`config.mk`:
```
export PLATFORM = sky130hd
export DESIGN_NAME = size_sorted_entry_table_unit
export DESIGN_NICKNAME = d
export VERILOG_FILES = /design/src/rtl/core/sset_pkg.sv /design/src/rtl/core/size_sorted_entry_table_unit.sv /design/src/rtl/core/sset_dpath.sv /design/src/rtl/core/sset_ctrl.sv
export SDC_FILE = /design/constraint.sdc
export NUM_CORES = 1
export LEC_CHECK = 0
export ABC_AREA = 1
export BUFFER_PORTS_ARGS = -buffer_cell sky130_fd_sc_hd__buf_2
export CAP_MARGIN = 0
export CORE_MARGIN = 1.5
export CORE_UTILIZATION = 50
export CTS_CLUSTER_SIZE = 12
export DETAILED_ROUTE_END_ITERATION = 6
export GPL_ROUTABILITY_DRIVEN = 0
export GPL_TIMING_DRIVEN = 0
export PLACE_DENSITY = 0.64
export SYNTH_ARGS = -nofsm -noshare
export SYNTH_HDL_FRONTEND = slang
export SYNTH_HIERARCHICAL = 1
export SYNTH_SLANG_ARGS = --single-unit
```
`constraint.sdc`:
```
create_clock -name clock -period 9.5 [get_ports clock]
set_input_delay 2.375 -clock clock [delete_from_list [all_inputs] [get_ports clock]]
set_output_delay 2.375 -clock clock [all_outputs]
set_load 0.01 [all_outputs]
```
`src/rtl/core/sset_pkg.sv`:
```
// ----------------------------------------------------------------------------
// Size-sorted entry table package
// Shared constants, field widths and the control/status bundles that join the
// sequencer to the table datapath.
// ----------------------------------------------------------------------------
package sset_pkg;

   localparam int CAPACITY = 16;
   localparam int IDX_W    = (CAPACITY > 1) ? $clog2(CAPACITY) : 1;
   localparam int CNT_W    = $clog2(CAPACITY + 1);

   localparam int CMD_W    = 3;
   localparam int UID_W    = 16;
   localparam int SIZE_W   = 31;
   localparam int INDEX_W  = 4;
   localparam int STATUS_W = 2;
   localparam int POS_W    = 4;
   localparam int COUNT_W  = 5;

   localparam logic [CMD_W-1:0] CMD_INSERT = 3'd0;
   localparam logic [CMD_W-1:0] CMD_REMOVE = 3'd1;
   localparam logic [CMD_W-1:0] CMD_FIND   = 3'd2;
   localparam logic [CMD_W-1:0] CMD_READ   = 3'd3;
   localparam logic [CMD_W-1:0] CMD_CLEAR  = 3'd4;

   localparam logic [STATUS_W-1:0] STATUS_OK      = 2'd0;
   localparam logic [STATUS_W-1:0] STATUS_FULL    = 2'd1;
   localparam logic [STATUS_W-1:0] STATUS_MISSING = 2'd2;
   localparam logic [STATUS_W-1:0] STATUS_EMPTY   = 2'd3;

   typedef enum logic [2:0] {
      PTR_HOLD,
      PTR_COUNT_M1,
      PTR_ONES,
      PTR_ZERO,
      PTR_INC,
      PTR_DEC,
      PTR_IDX
   } ptr_op_type;

   typedef enum logic [1:0] {
      WR_NONE,
      WR_SHIFT_UP,
      WR_NEW,
      WR_SHIFT_DOWN
   } wr_op_type;

   typedef enum logic [1:0] {
      CNT_HOLD,
      CNT_INC,
      CNT_DEC,
      CNT_CLEAR
   } cnt_op_type;

   typedef enum logic [1:0] {
      POS_HOLD,
      POS_PTR,
      POS_PTR_P1
   } pos_op_type;

   typedef struct packed {
      logic                latch;
      ptr_op_type          ptr_op;
      wr_op_type           wr_op;
      cnt_op_type          cnt_op;
      pos_op_type          pos_op;
      logic                set_status;
      logic [STATUS_W-1:0] status;
      logic                capture;
      logic                out_load;
   } sset_cmd_type;

   typedef struct packed {
      logic [CMD_W-1:0] cmd;
      logic             full;
      logic             empty;
      logic             idx_over;
      logic             size_gt;
      logic             uid_hit;
      logic             at_last;
      logic             ptr_zero;
      logic             out_free;
   } sset_sts_type;

endpackage

```
`src/rtl/core/size_sorted_entry_table_unit.sv`:
```
// ----------------------------------------------------------------------------
// Size-sorted entry table
// Table of (id, size) entries kept in descending size order, with insert,
// remove, find, read and clear requests and one response per request.
// ----------------------------------------------------------------------------
// One request is handled at a time. The entry memory, with one write port and
// one registered read port, is walked one slot per cycle (from the head for
// find and remove, from the tail for insert, with the gap closed or opened in
// the same pass). A new request is taken as soon as the previous response is
// in the output register, even if that response is still waiting to be taken.
module size_sorted_entry_table_unit (
   input  logic        clock,
   input  logic        reset,
   input  logic        req_tvalid,
   output logic        req_tready,
   input  logic [55:0] req_tdata,   // item_uid[15:0], item_size[46:16], entry_index[50:47]
   input  logic [2:0]  req_tuser,   // cmd[2:0]
   output logic        rsp_tvalid,
   input  logic        rsp_tready,
   output logic [55:0] rsp_tdata,   // found_index[3:0], entry_count[8:4], read_uid[24:9],
                                    // read_size[55:25]
   output logic [1:0]  rsp_tuser    // status[1:0]
);
   import sset_pkg::*;

   sset_cmd_type         ctl;
   sset_sts_type         sts;
   logic [POS_W-1:0]     found_index;
   logic [COUNT_W-1:0]   entry_count;
   logic [UID_W-1:0]     read_uid;
   logic [SIZE_W-1:0]    read_size;

   sset_ctrl u_ctrl (
      .clock     (clock),
      .reset     (reset),
      .req_valid (req_tvalid),
      .req_ready (req_tready),
      .sts       (sts),
      .ctl       (ctl)
   );

   sset_dpath u_dpath (
      .clock           (clock),
      .reset           (reset),
      .req_cmd         (req_tuser),
      .req_item_uid    (req_tdata[15:0]),
      .req_item_size   (req_tdata[46:16]),
      .req_entry_index (req_tdata[50:47]),
      .ctl             (ctl),
      .sts             (sts),
      .rsp_ready       (rsp_tready),
      .rsp_valid       (rsp_tvalid),
      .rsp_status      (rsp_tuser),
      .rsp_found_index (found_index),
      .rsp_entry_count (entry_count),
      .rsp_read_uid    (read_uid),
      .rsp_read_size   (read_size)
   );

   assign rsp_tdata = {read_size, read_uid, entry_count, found_index};

endmodule

```
`src/rtl/core/sset_dpath.sv`:
```
// ----------------------------------------------------------------------------
// Size-sorted entry table datapath
// Entry memory with registered read, scan pointer, entry count, request
// holding registers, result registers and the response output register.
// ----------------------------------------------------------------------------
module sset_dpath (
   input  logic                            clock,
   input  logic                            reset,
   input  logic [sset_pkg::CMD_W-1:0]      req_cmd,
   input  logic [sset_pkg::UID_W-1:0]      req_item_uid,
   input  logic [sset_pkg::SIZE_W-1:0]     req_item_size,
   input  logic [sset_pkg::INDEX_W-1:0]    req_entry_index,
   input  sset_pkg::sset_cmd_type          ctl,
   output sset_pkg::sset_sts_type          sts,
   input  logic                            rsp_ready,
   output logic                            rsp_valid,
   output logic [sset_pkg::STATUS_W-1:0]   rsp_status,
   output logic [sset_pkg::POS_W-1:0]      rsp_found_index,
   output logic [sset_pkg::COUNT_W-1:0]    rsp_entry_count,
   output logic [sset_pkg::UID_W-1:0]      rsp_read_uid,
   output logic [sset_pkg::SIZE_W-1:0]     rsp_read_size
);
   import sset_pkg::*;

   localparam int CMP_W = (CNT_W > INDEX_W) ? CNT_W : INDEX_W;

   logic [UID_W-1:0]    mem_uid  [CAPACITY];
   logic [SIZE_W-1:0]   mem_size [CAPACITY];

   logic [CMD_W-1:0]    cmd_ff;
   logic [UID_W-1:0]    uid_ff;
   logic [SIZE_W-1:0]   size_ff;
   logic [INDEX_W-1:0]  idx_ff;

   logic [IDX_W-1:0]    ptr_ff, ptr_in;
   logic [CNT_W-1:0]    count_ff, count_in;
   logic [UID_W-1:0]    rd_uid_ff;
   logic [SIZE_W-1:0]   rd_size_ff;

   logic [STATUS_W-1:0] res_status_ff;
   logic [IDX_W-1:0]    pos_ff;
   logic [UID_W-1:0]    res_uid_ff;
   logic [SIZE_W-1:0]   res_size_ff;

   logic                out_valid_ff;
   logic [STATUS_W-1:0] out_status_ff;
   logic [POS_W-1:0]    out_pos_ff;
   logic [COUNT_W-1:0]  out_count_ff;
   logic [UID_W-1:0]    out_uid_ff;
   logic [SIZE_W-1:0]   out_size_ff;

   logic                wr_en;
   logic [IDX_W-1:0]    wr_addr;
   logic [UID_W-1:0]    wr_uid;
   logic [SIZE_W-1:0]   wr_size;
   logic [IDX_W-1:0]    ptr_p1;
   logic [CMP_W-1:0]    idx_ext, cnt_ext;

   assign ptr_p1  = ptr_ff + 1'b1;
   assign idx_ext = CMP_W'(idx_ff);
   assign cnt_ext = CMP_W'(count_ff);

   always_comb begin
      case (ctl.ptr_op)
         PTR_COUNT_M1: ptr_in = IDX_W'(count_ff - 1'b1);
         PTR_ONES:     ptr_in = '1;
         PTR_ZERO:     ptr_in = '0;
         PTR_INC:      ptr_in = ptr_p1;
         PTR_DEC:      ptr_in = ptr_ff - 1'b1;
         PTR_IDX:      ptr_in = IDX_W'(idx_ff);
         default:      ptr_in = ptr_ff;
      endcase
   end

   always_comb begin
      case (ctl.cnt_op)
         CNT_INC:   count_in = count_ff + 1'b1;
         CNT_DEC:   count_in = count_ff - 1'b1;
         CNT_CLEAR: count_in = '0;
         default:   count_in = count_ff;
      endcase
   end

   // insert moves entries up toward the tail, remove closes the gap downward
   always_comb begin
      wr_en   = 1'b1;
      wr_addr = ptr_p1;
      wr_uid  = rd_uid_ff;
      wr_size = rd_size_ff;
      case (ctl.wr_op)
         WR_SHIFT_UP: begin
         end
         WR_NEW: begin
            wr_uid  = uid_ff;
            wr_size = size_ff;
         end
         WR_SHIFT_DOWN: begin
            wr_addr = ptr_ff - 1'b1;
         end
         default: begin
            wr_en = 1'b0;
         end
      endcase
   end

   always_ff @(posedge clock) begin
      if (wr_en) begin
         mem_uid[wr_addr]  <= wr_uid;
         mem_size[wr_addr] <= wr_size;
      end
      rd_uid_ff  <= mem_uid[ptr_in];
      rd_size_ff <= mem_size[ptr_in];
   end

   always_ff @(posedge clock) begin
      if (reset) begin
         count_ff     <= '0;
         out_valid_ff <= 1'b0;
      end else begin
         count_ff <= count_in;
         if (ctl.out_load) begin
            out_valid_ff <= 1'b1;
         end else if (rsp_ready) begin
            out_valid_ff <= 1'b0;
         end
      end
   end

   always_ff @(posedge clock) begin
      ptr_ff <= ptr_in;
      if (ctl.latch) begin
         cmd_ff        <= req_cmd;
         uid_ff        <= req_item_uid;
         size_ff       <= req_item_size;
         idx_ff        <= req_entry_index;
         res_status_ff <= STATUS_OK;
         pos_ff        <= '0;
         res_uid_ff    <= '0;
         res_size_ff   <= '0;
      end else begin
         if (ctl.set_status) begin
            res_status_ff <= ctl.status;
         end
         case (ctl.pos_op)
            POS_PTR:    pos_ff <= ptr_ff;
            POS_PTR_P1: pos_ff <= ptr_p1;
            default:    pos_ff <= pos_ff;
         endcase
         if (ctl.capture) begin
            res_uid_ff  <= rd_uid_ff;
            res_size_ff <= rd_size_ff;
         end
      end
      if (ctl.out_load) begin
         out_status_ff <= res_status_ff;
         out_pos_ff    <= POS_W'(pos_ff);
         out_count_ff  <= COUNT_W'(count_ff);
         out_uid_ff    <= res_uid_ff;
         out_size_ff   <= res_size_ff;
      end
   end

   always_comb begin
      sts.cmd      = cmd_ff;
      sts.full     = (count_ff == CNT_W'(CAPACITY));
      sts.empty    = (count_ff == '0);
      sts.idx_over = (idx_ext >= cnt_ext);
      sts.size_gt  = (size_ff > rd_size_ff);
      sts.uid_hit  = (uid_ff == rd_uid_ff);
      sts.at_last  = ((CNT_W'(ptr_ff) + 1'b1) == count_ff);
      sts.ptr_zero = (ptr_ff == '0);
      sts.out_free = !out_valid_ff || rsp_ready;
   end

   assign rsp_valid       = out_valid_ff;
   assign rsp_status      = out_status_ff;
   assign rsp_found_index = out_pos_ff;
   assign rsp_entry_count = out_count_ff;
   assign rsp_read_uid    = out_uid_ff;
   assign rsp_read_size   = out_size_ff;

endmodule

```
`src/rtl/core/sset_ctrl.sv`:
```
// ----------------------------------------------------------------------------
// Size-sorted entry table sequencer
// Decodes each request and steps the datapath through its scan, shift and
// result phases.
// ----------------------------------------------------------------------------
module sset_ctrl (
   input  logic                   clock,
   input  logic                   reset,
   input  logic                   req_valid,
   output logic                   req_ready,
   input  sset_pkg::sset_sts_type sts,
   output sset_pkg::sset_cmd_type ctl
);
   import sset_pkg::*;

   typedef enum logic [2:0] {
      S_IDLE,
      S_DECODE,
      S_INS_SHIFT,
      S_INS_PLACE,
      S_SCAN,
      S_REM_SHIFT,
      S_READ,
      S_DONE
   } state_type;

   state_type state_ff, state_in;

   always_ff @(posedge clock) begin
      if (reset) begin
         state_ff <= S_IDLE;
      end else begin
         state_ff <= state_in;
      end
   end

   assign req_ready = (state_ff == S_IDLE);

   always_comb begin
      state_in = state_ff;
      ctl      = '0;
      case (state_ff)
         S_IDLE: begin
            if (req_valid) begin
               ctl.latch = 1'b1;
               state_in  = S_DECODE;
            end
         end
         S_DECODE: begin
            state_in = S_DONE;
            case (sts.cmd)
               CMD_INSERT: begin
                  if (sts.full) begin
                     ctl.set_status = 1'b1;
                     ctl.status     = STATUS_FULL;
                  end else if (sts.empty) begin
                     ctl.ptr_op = PTR_ONES;   // place lands on slot zero
                     state_in   = S_INS_PLACE;
                  end else begin
                     ctl.ptr_op = PTR_COUNT_M1;
                     state_in   = S_INS_SHIFT;
                  end
               end
               CMD_REMOVE, CMD_FIND: begin
                  if (sts.empty) begin
                     ctl.set_status = 1'b1;
                     ctl.status     = STATUS_EMPTY;
                  end else begin
                     ctl.ptr_op = PTR_ZERO;
                     state_in   = S_SCAN;
                  end
               end
               CMD_READ: begin
                  if (sts.empty) begin
                     ctl.set_status = 1'b1;
                     ctl.status     = STATUS_EMPTY;
                  end else if (sts.idx_over) begin
                     ctl.set_status = 1'b1;
                     ctl.status     = STATUS_MISSING;
                  end else begin
                     ctl.ptr_op = PTR_IDX;
                     state_in   = S_READ;
                  end
               end
               CMD_CLEAR: begin
                  ctl.cnt_op = CNT_CLEAR;
               end
               default: begin
               end
            endcase
         end
         // walk from the tail; smaller entries move up one slot
         S_INS_SHIFT: begin
            if (sts.size_gt) begin
               ctl.wr_op  = WR_SHIFT_UP;
               ctl.ptr_op = PTR_DEC;
               if (sts.ptr_zero) begin
                  state_in = S_INS_PLACE;
               end
            end else begin
               state_in = S_INS_PLACE;
            end
         end
         S_INS_PLACE: begin
            ctl.wr_op  = WR_NEW;
            ctl.pos_op = POS_PTR_P1;
            ctl.cnt_op = CNT_INC;
            state_in   = S_DONE;
         end
         S_SCAN: begin
            if (sts.uid_hit) begin
               ctl.pos_op = POS_PTR;
               if (sts.cmd == CMD_FIND) begin
                  state_in = S_DONE;
               end else if (sts.at_last) begin
                  ctl.cnt_op = CNT_DEC;
                  state_in   = S_DONE;
               end else begin
                  ctl.ptr_op = PTR_INC;
                  state_in   = S_REM_SHIFT;
               end
            end else if (sts.at_last) begin
               ctl.set_status = 1'b1;
               ctl.status     = STATUS_MISSING;
               state_in       = S_DONE;
            end else begin
               ctl.ptr_op = PTR_INC;
            end
         end
         S_REM_SHIFT: begin
            ctl.wr_op = WR_SHIFT_DOWN;
            if (sts.at_last) begin
               ctl.cnt_op = CNT_DEC;
               state_in   = S_DONE;
            end else begin
               ctl.ptr_op = PTR_INC;
            end
         end
         S_READ: begin
            ctl.capture = 1'b1;
            ctl.pos_op  = POS_PTR;
            state_in    = S_DONE;
         end
         S_DONE: begin
            if (sts.out_free) begin
               ctl.out_load = 1'b1;
               state_in     = S_IDLE;
            end
         end
         default: begin
            state_in = S_IDLE;
         end
      endcase
   end

endmodule

```
# Word-level counts from Yosys, hierarchy flattened
# Memories as Yosys holds them, arrays and structs flattened. A register that Yosys moved wholly into a read port is not among the register bits.
# Index checks and enable logic that the tools add are counted.
[op_classes] add_sub_neg=5 bitwise=0 magnitude_cmp=2 n_reduce_logical=13 n_mul=0 n_eq_ne=31 shifts=0 div_mod_pow=0 n_mux=57
[ops] cell="2-to-1 mux 3 bit" count=19
[ops] cell="> comparator 31 bit" count=1
[ops] cell="2-to-1 mux 31 bit" count=1
[ops] cell="one-hot mux 3 bit (3 select lines)" count=3
[ops] cell="equality test 3 bit, second input constant" count=8
[ops] cell="one-hot mux 4 bit (6 select lines)" count=1
[ops] cell="one-hot mux 3 bit (7 select lines)" count=1
[ops] cell="equality test 3 x 2 -> 1 bit, second input constant" count=6
[ops] cell="equality test 16 bit" count=1
[ops] cell="2-to-1 mux 16 bit" count=1
[ops] cell="2-to-1 mux 2 bit" count=8
[ops] cell="one-hot mux 5 bit (3 select lines)" count=1
[ops] cell="2-to-1 mux 1 bit" count=13
[ops] cell="one-hot mux 2 bit (3 select lines)" count=2
[ops] cell="one-hot mux 3 bit (4 select lines)" count=1
[ops] cell="equality test 2 bit, second input constant" count=5
[ops] cell="equality test 3 x 1 -> 1 bit, second input constant" count=3
[ops] cell="2-to-1 mux 4 bit" count=2
[ops] cell="one-hot mux 2 bit (4 select lines)" count=1
[ops] cell="one-hot mux 4 bit (2 select lines)" count=1
[ops] cell="equality test 2 x 1 -> 1 bit, second input constant" count=3
[ops] cell="logical NOT 3 bit" count=2
[ops] cell="one-hot mux 3 bit (2 select lines)" count=1
[ops] cell="adder 4 x 1 -> 5 bit, second input constant" count=1
[ops] cell="other kinds (19)" count=22
[word_totals] inputBits=63 latch_bits=0 regBits=178 rom_bits=0 output_inout_bits=60 mem_bits_rw=752 mem_count=2 wordCells=127
[memory_table] memory="u_dpath.mem_size" depth=16 word_bits=31 rd=1 rd_clocked_by_memory_dff=1 write_ports=1 line_no="sset_dpath.sv:28" rtl="logic [SIZE_W-1:0] mem_size [CAPACITY];"
[memory_table] memory="u_dpath.mem_uid" depth=16 word_bits=16 rd=1 rd_clocked_by_memory_dff=1 write_ports=1 line_no="sset_dpath.sv:27" rtl="logic [UID_W-1:0] mem_uid [CAPACITY];"

# Logic depth before layout (Yosys ltp)
# Gate-level depths: netlist of the first run.
[logic_depth] word_depth=8 ltp_mapped=28 ltp_nobuf=25

# Hierarchy
# The synthesis of the first run kept the hierarchy.
[modules_own_cells] module="sset_dpath" seq_area_each_um2=28147.0 area_each_um2=40127.2 cells_each=3602 instances=1
[modules_own_cells] module="sset_ctrl" seq_area_each_um2=60.1 area_each_um2=521.8 cells_each=101 instances=1

# Worst setup path before layout of the first run
# Ideal clock, no wire load.
[synth_timing] kind="input to register" startpoint="in req_tvalid" endpoint="reg u_dpath.res_size_ff[10]" t_arrival_ns=7.256 setup_time_ns=0.132 path_slack_ns=2.112 t_required_ns=9.368 stages=6 n_path_buf=1 cell_sequence="inv_1 > nor3_1 > inv_1 > clkbuf_1 > o21ai_0 > a21oi_1"
[synth_rtl] item="start: declaration" line_no="size_sorted_entry_table_unit.sv:14" rtl="input logic req_tvalid,"
[synth_rtl] item="end signal: assignment" line_no="sset_dpath.sv:151" rtl="res_size_ff <= rd_size_ff;"
[synth_rtl] item="end: declaration" line_no="sset_dpath.sv:43" rtl="logic [SIZE_W-1:0] res_size_ff;"

==> summary.txt, run 1 <==
Finish
  – Commonest cells after routing, fill and taps aside: 1268 x nand2_1, 864 x edfxtp_1, 690 x nand3_1
  – Antenna fix cells: 0
  – Finished Cell Area: 0.0465 sq mm
  – Synth-to-layout area growth: 14.4%
  – Most common cell after layout, fill and taps aside: nand2_1
  – Seq. cell area: between 0.02 and 0.03 sq mm
  – # fillers: approximately 6600
  – Area of the multi-input gates: ~0.011 sq mm
  – Layout Cells excl Fill: 5106
  – Nets: about 4000
  – Share of layout cells above drive strength 1: between 10% and 20%

GRT
  – Largest net degree at the start of global routing: 29
  – First-pass GRT wire length: around 170 mm
  – Initial antenna violation count: 5
  – Number of global-route vias before repair: about 27000
  – GR Util All Layers: 27.7%
  – GRT overflow: 0

Place
  – Post-DP HPWL: roughly 78 mm
  – Inst Count DP: between 4000 and 5000
  – DP Area: between 0.04 and 0.05 sq mm
  – IO Port Bufs: approximately 120

STA
  – Setup TNS: 0 ps
  – Worst-margin pin slew: around 1400 ps
  – Minimum clock period: about 7000 ps
  – Final Hold Fails: 0
  – Setup-failing EPs final: 0
  – Unrepaired setup endpoints after global routing: false
  – Fin crit share: 71.9%
  – Max Fclk: approximately 0.15 GHz
  – Clk_skew: 19.3 ps
  – Slew margin rel.: 5.05%
  – Slew Viols, Final: 0

Flow run
  – Maxcap violations: 0

Outcome
  – Failing checks: DRC
  – Status: finished with violations

Clock network
  – CTS Buf Count: 102
  – Worst skew pair latency: around 660 ps
  – Root Buffer: clkbuf_16
  – Hold_buf cts: 0
  – Post-CTS setup buffers: 0
  – H-tree levels: 3
  – CTS Sinks: around 980
  – CTS tree: done
  – Resized cells post-CTS: 0
  – Clock slew at the register clock pins of the worst setup and hold paths: roughly 60 ps
  – CTS max path bufs: 3

Die
  – Initial Util: about half
  – DIE AREA: about 0.083 sq mm
  – Area of the core: 0.0805 sq mm
  – # rows: roughly 100
  – Ports: around 120
  – Die height: 288 um
  – Chip width: between 200 and 300 um

Yosys
  – Syn avg cell area: around 11 sq um
  – Post-synth top area share: around 64%
  – Yosys warning count: 6
  – Register area share after synthesis: between 60% and 70%
  – Synthesized area: ~0.041 sq mm
  – Syn nets: 3807
  – Largest area contributor in the netlist: edfxtp_1
  – Post-synth EDFFs: between 800 and 900
  – Synth Flop Type: edfxtp_1
  – FF+latch count, synth: approximately 980
  – Netlist cell types: 47
  – Asr flop ratio synth: 0%
  – Syn Inst Count: between 3000 and 4000
  – Top area cells in the synthesized netlist: edfxtp_1 64%, nand2_1 12%, nand3_1 8.5%

Worst setup path
  – Crit-path max FO: 16
  – R2R setup slack: between 2000 and 3000 ps
  – Critical R2R Capture: u_dpath/mem_size[3][7]
  – Critical R2R Launch: u_dpath/rd_size_ff[1]
  – Register-to-Register Path Depth: 17
  – Crit path DAT: ~7000 ps
  – CP endpoint kind: register
  – Req. time, crit path: about 9700 ps
  – WS Path Type: reg2reg
  – Crit path launch type: register

Worst hold path
  – Hold/Removal Path Class: reg2reg
  – Hold Crit Endpoint: u_dpath/rsp_status[1]
  – Hold Startpoint: u_dpath/res_status_ff[1]
  – WHS Path Cells: 0

Detailed routing
  – DRC Markers: 3
  – Post-DRT Antenna Nets: 0
  – Post-Route WL: ~110 mm
  – Via count: just under 30000
  – Drt pass-1 iters: 7
  – Routed length per instance: 22.5 um
  – Initial detailed-routing violation count: roughly 3300
  – DR vias/cell: around 5.6
registers in the layout, summed over array words and instances (netlist names), 31 cells and up:
| register | cells |
|---|---|
| u_dpath/mem_size | 496 |
| u_dpath/mem_uid | 256 |
| u_dpath/size_ff | 31 |
| u_dpath/rd_size_ff | 31 |
| u_dpath/rsp_read_size | 31 |
| u_dpath/res_size_ff | 31 |
metal layers:
layer / global-route usage [%] / wire length (um) / vias up
li1: - / - / 13300
met1: 37.4 / 46700 / 13900
met2: 44.5 / 53600 / 1372
met3: 4.61 / 9810 / 232
met4: 11.6 / 4830 / 0
met5: 0 / 0 / -
metrics by stage:
step | utilization [%] | worst slack [ps] | hold slack, ps
6_report | 57.7 | 2670 | 424
3_3_place_gp | 52.8 | -5020 | 408
4_1_cts | 57.7 | 2790 | 423
2_1_floorplan | - | 2110 | 403
3_5_place_dp | 53.7 | 2810 | 410
5_1_grt | 57.7 | 2500 | 431
Yosys cell counts, types with 2 or more instances:
library cell,instances
o21ai_0,78
nand3_1,690
nor4_1,5
nor3_1,7
nand2_2,5
ha_1,41
o21a_1,2
o21ai_1,2
buf_6,16
xnor2_1,6
buf_2,114
edfxtp_1,864
nand3_2,2
nand2_1,1268
nor2_2,6
xor2_1,15
inv_1,106
buf_4,14
inv_2,4
a21oi_1,94
nand2_4,2
o211ai_1,3
buf_1,23
nor2_1,121
a211oi_1,2
dfxtp_1,113
clkbuf_1,53
mux2_2,13
a21oi_2,2
nand4_1,12
or2_2,4
worst max path at each step:
stage / start / cells past startpoint / slack (ps) / to
2_1_floorplan: req_tvalid / 6 / 2110 / u_dpath/res_size_ff[10]
3_3_place_gp: req_tvalid / 7 / -5020 / u_dpath/res_size_ff[8]
3_5_place_dp: u_dpath/rd_size_ff[1] / 17 / 2810 / u_dpath/mem_size[4][7]
4_1_cts: u_dpath/rd_size_ff[1] / 17 / 2790 / u_dpath/mem_size[6][7]
5_1_grt: u_dpath/rd_size_ff[1] / 17 / 2500 / u_dpath/mem_size[6][7]
6_report: u_dpath/rd_size_ff[1] / 17 / 2670 / u_dpath/mem_size[3][7]
kinds of logic after synthesis:
kind of cell               share of synthesized area, %
xor gates and xnor gates                          0.452
muxes                                             0.360
buffers and inverters                              3.83
AOI/OAI and AO/OA                                  2.55
and+or+nand+nor                                    22.1
adders and majority gates                          1.26
DFF                                                69.4
cell type report:
class | instances | area share [%]
Sequential cell | 977 | 60.7
Tap cell | 1060 | 2.85
Multi-Input combinational cell | 2395 | 23.7
Inverter | 111 | 0.896
Timing Repair Buffer | 151 | 2.48
Clock inverter | 30 | 0.630
Clock buffer | 162 | 6.30
Buffer | 220 | 2.45
critical path, cell delays in order, from the launching register on:
cell	delay, ps
dfxtp_1	310
inv_1	140
ha_1	320
nand2_1	110
o21ai_0	350
a21oi_1	250
o21ai_0	570
nand3_1	230
a21oi_1	730
inv_1	130
nor2_2	200
inv_1	70
nand2_1	110
inv_1	50
nand2_1	540
clkbuf_1	590
clkbuf_1	960
a21oi_1	700
Power of run 1 is not shown: default switching activity piles up to over one toggle a cycle in this logic, so the estimate is an artifact.
==> run 2: changes to the inputs <==
clock period = 6.8 ns   (was 9.5 ns; I/O delays follow)
==> summary.txt, run 2 (synthesis gave the netlist of run 1 again) <==
Worst setup path
  – Critical path's largest stage delay: 880 ps
  – Max stage delay cell, worst path: clkdlybuf4s15_1
  – Critical R2R Capture: u_dpath/mem_size[7][27]
  – CP most frequent cell: inv_1
  – Req. time, crit path: around 7000 ps
  – Crit-path cells: inv_1, ha_1, nand2_1, o21ai_0, a21oi_1, o21ai_0, nand3_1, a21oi_1, inv_1, nor2_2, inv_1, nand2_1, inv_1, nand2_1, clkdlybuf4s15_1, buf_1, a21oi_1
  – Register-to-Register Path Depth: 17
  – WS Path Type: reg2reg
  – Crit path launch type: register
  – Crit path DAT: 6730 ps
  – Setup crit end: u_dpath/mem_size[7][27]
  – R2R setup slack: ~290 ps
  – Critical Path Start: u_dpath/rd_size_ff[1]
  – Critical R2R Launch: u_dpath/rd_size_ff[1]
  – CP endpoint kind: register
  – Crit-path max FO: 16

STA
  – Max Fclk: between 0.15 and 0.2 GHz
  – Setup-failing EPs final: 0
  – Slew Viols, Final: 0
  – Worst-margin pin slew: about 1500 ps
  – Slew margin rel.: 0.230%
  – Final Hold Fails: 0
  – Fin crit share: 95.7%
  – Clk_skew: ~20 ps
  – Unrepaired setup endpoints after global routing: false
  – Minimum clock period: ~6500 ps

Clock network
  – CTS Sinks: between 900 and 1000
  – Post-CTS setup buffers: 0
  – CTS Buf Count: 102
  – Resized cells post-CTS: 0
  – CTS max path bufs: 3
  – CTS tree: done
  – Worst skew pair latency: around 660 ps
  – Root Buffer: clkbuf_16
  – Clock slew at the register clock pins of the worst setup and hold paths: roughly 60 ps
  – H-tree levels: 3
  – Hold_buf cts: 0

GRT
  – GRT overflow: 0
  – Largest net degree at the start of global routing: 29
  – GR Util All Layers: between 20% and 30%
  – Initial antenna violation count: 6
  – Number of global-route vias before repair: 27200
  – First-pass GRT wire length: roughly 170 mm

Die
  – # rows: 104
  – Die height: 288 um
  – Area of the core: roughly 0.081 sq mm
  – DIE AREA: between 0.08 and 0.09 sq mm
  – Initial Util: between 50% and 60%
  – Ports: 123
  – Chip width: just under 300 um

Finish
  – Commonest cells after routing, fill and taps aside: 1268 x nand2_1, 864 x edfxtp_1, 690 x nand3_1
  – Most common cell after layout, fill and taps aside: nand2_1
  – Share of layout cells above drive strength 1: ~12%
  – Finished Cell Area: roughly 0.047 sq mm
  – Synth-to-layout area growth: 14.4%
  – Register with the most flip-flops: u_dpath/mem_size
  – Largest regs: u_dpath/mem_size (496), u_dpath/mem_uid (256)
  – Max reg flops: ~500
  – Nets: 4062

Place
  – IO Port Bufs: 117
  – Post-DP HPWL: about 78 mm
  – DP Area: 0.0433 sq mm

Detailed routing
  – Via count: about 29000
  – Post-DRT Antenna Nets: 0
  – Post-Route WL: 115 mm
  – Routed length per instance: between 20 and 25 um
  – DR vias/cell: 5.64
  – DRC Markers: 0
  – Initial detailed-routing violation count: 3313
  – Drt pass-1 iters: 6

Worst hold path
  – Hold/Removal Path Class: reg2reg

Flow run
  – Maxcap violations: 1

Outcome
  – Failing checks: capacitance limit
  – Status: finished with violations
## run 2: worst min-delay path by stage
stage	from	to	slack [ps]	cells after the start
CTS	u_dpath/res_status_ff[1]	u_dpath/rsp_status[1]	420	0
floorplan	u_dpath/res_size_ff[0]	u_dpath/rsp_read_size[0]	400	0
detailed placement	u_dpath/res_status_ff[1]	u_dpath/rsp_status[1]	410	0
global placement	u_dpath/res_uid_ff[11]	u_dpath/rsp_read_uid[11]	410	0
global route	u_dpath/res_uid_ff[2]	u_dpath/rsp_read_uid[2]	430	0
finish	u_dpath/res_status_ff[1]	u_dpath/rsp_status[1]	420	0
## run 2: routing by layer
layer  track usage (%)  up-vias  share of wire, %
met1              37.4    14000                41
met5                 0        -                 0
li1                  -    13300                 -
met4              11.6        0               3.8
met2              44.5     1329                47
met3              4.61      210               8.2
## run 2: cell type report
class	instances	area (sq um)
clock buffers	162	2930
diodes	2	5.00
flip-flops and latches	977	28200
clock inverters	30	293
well taps	1060	1330
fillers	6617	34000
multi-input cells	2395	11000
plain buffers	220	1150
repair buffers	151	1150
inverters	111	417
## run 2: per-stage QoR
stage                     setup TNS [ps]  hold WS, ps  instances  setup WS, ps  util (%)
after floorplan                        0          403       3703          86.8         -
after global placement          -1685030          408       4880         -7040      52.8
after detailed placement               0          410       4913           111      53.7
after CTS                              0          423       5105          90.0      57.7
after global routing                   0          431       5106          22.0      57.7
final                                  0          424       5108           295      57.7
## run 2: worst max-delay path, delay by kind of cell, from the launching register on
| family | cells | cell delay, ps |
|---|---|---|
| compound gates | 5 | 2410 |
| buf+inv | 6 | 1850 |
| simple gates | 5 | 1150 |
| fa+ha+maj | 1 | 320 |
| flops | 1 | 310 |
Power of run 2 is left out for the same reason.
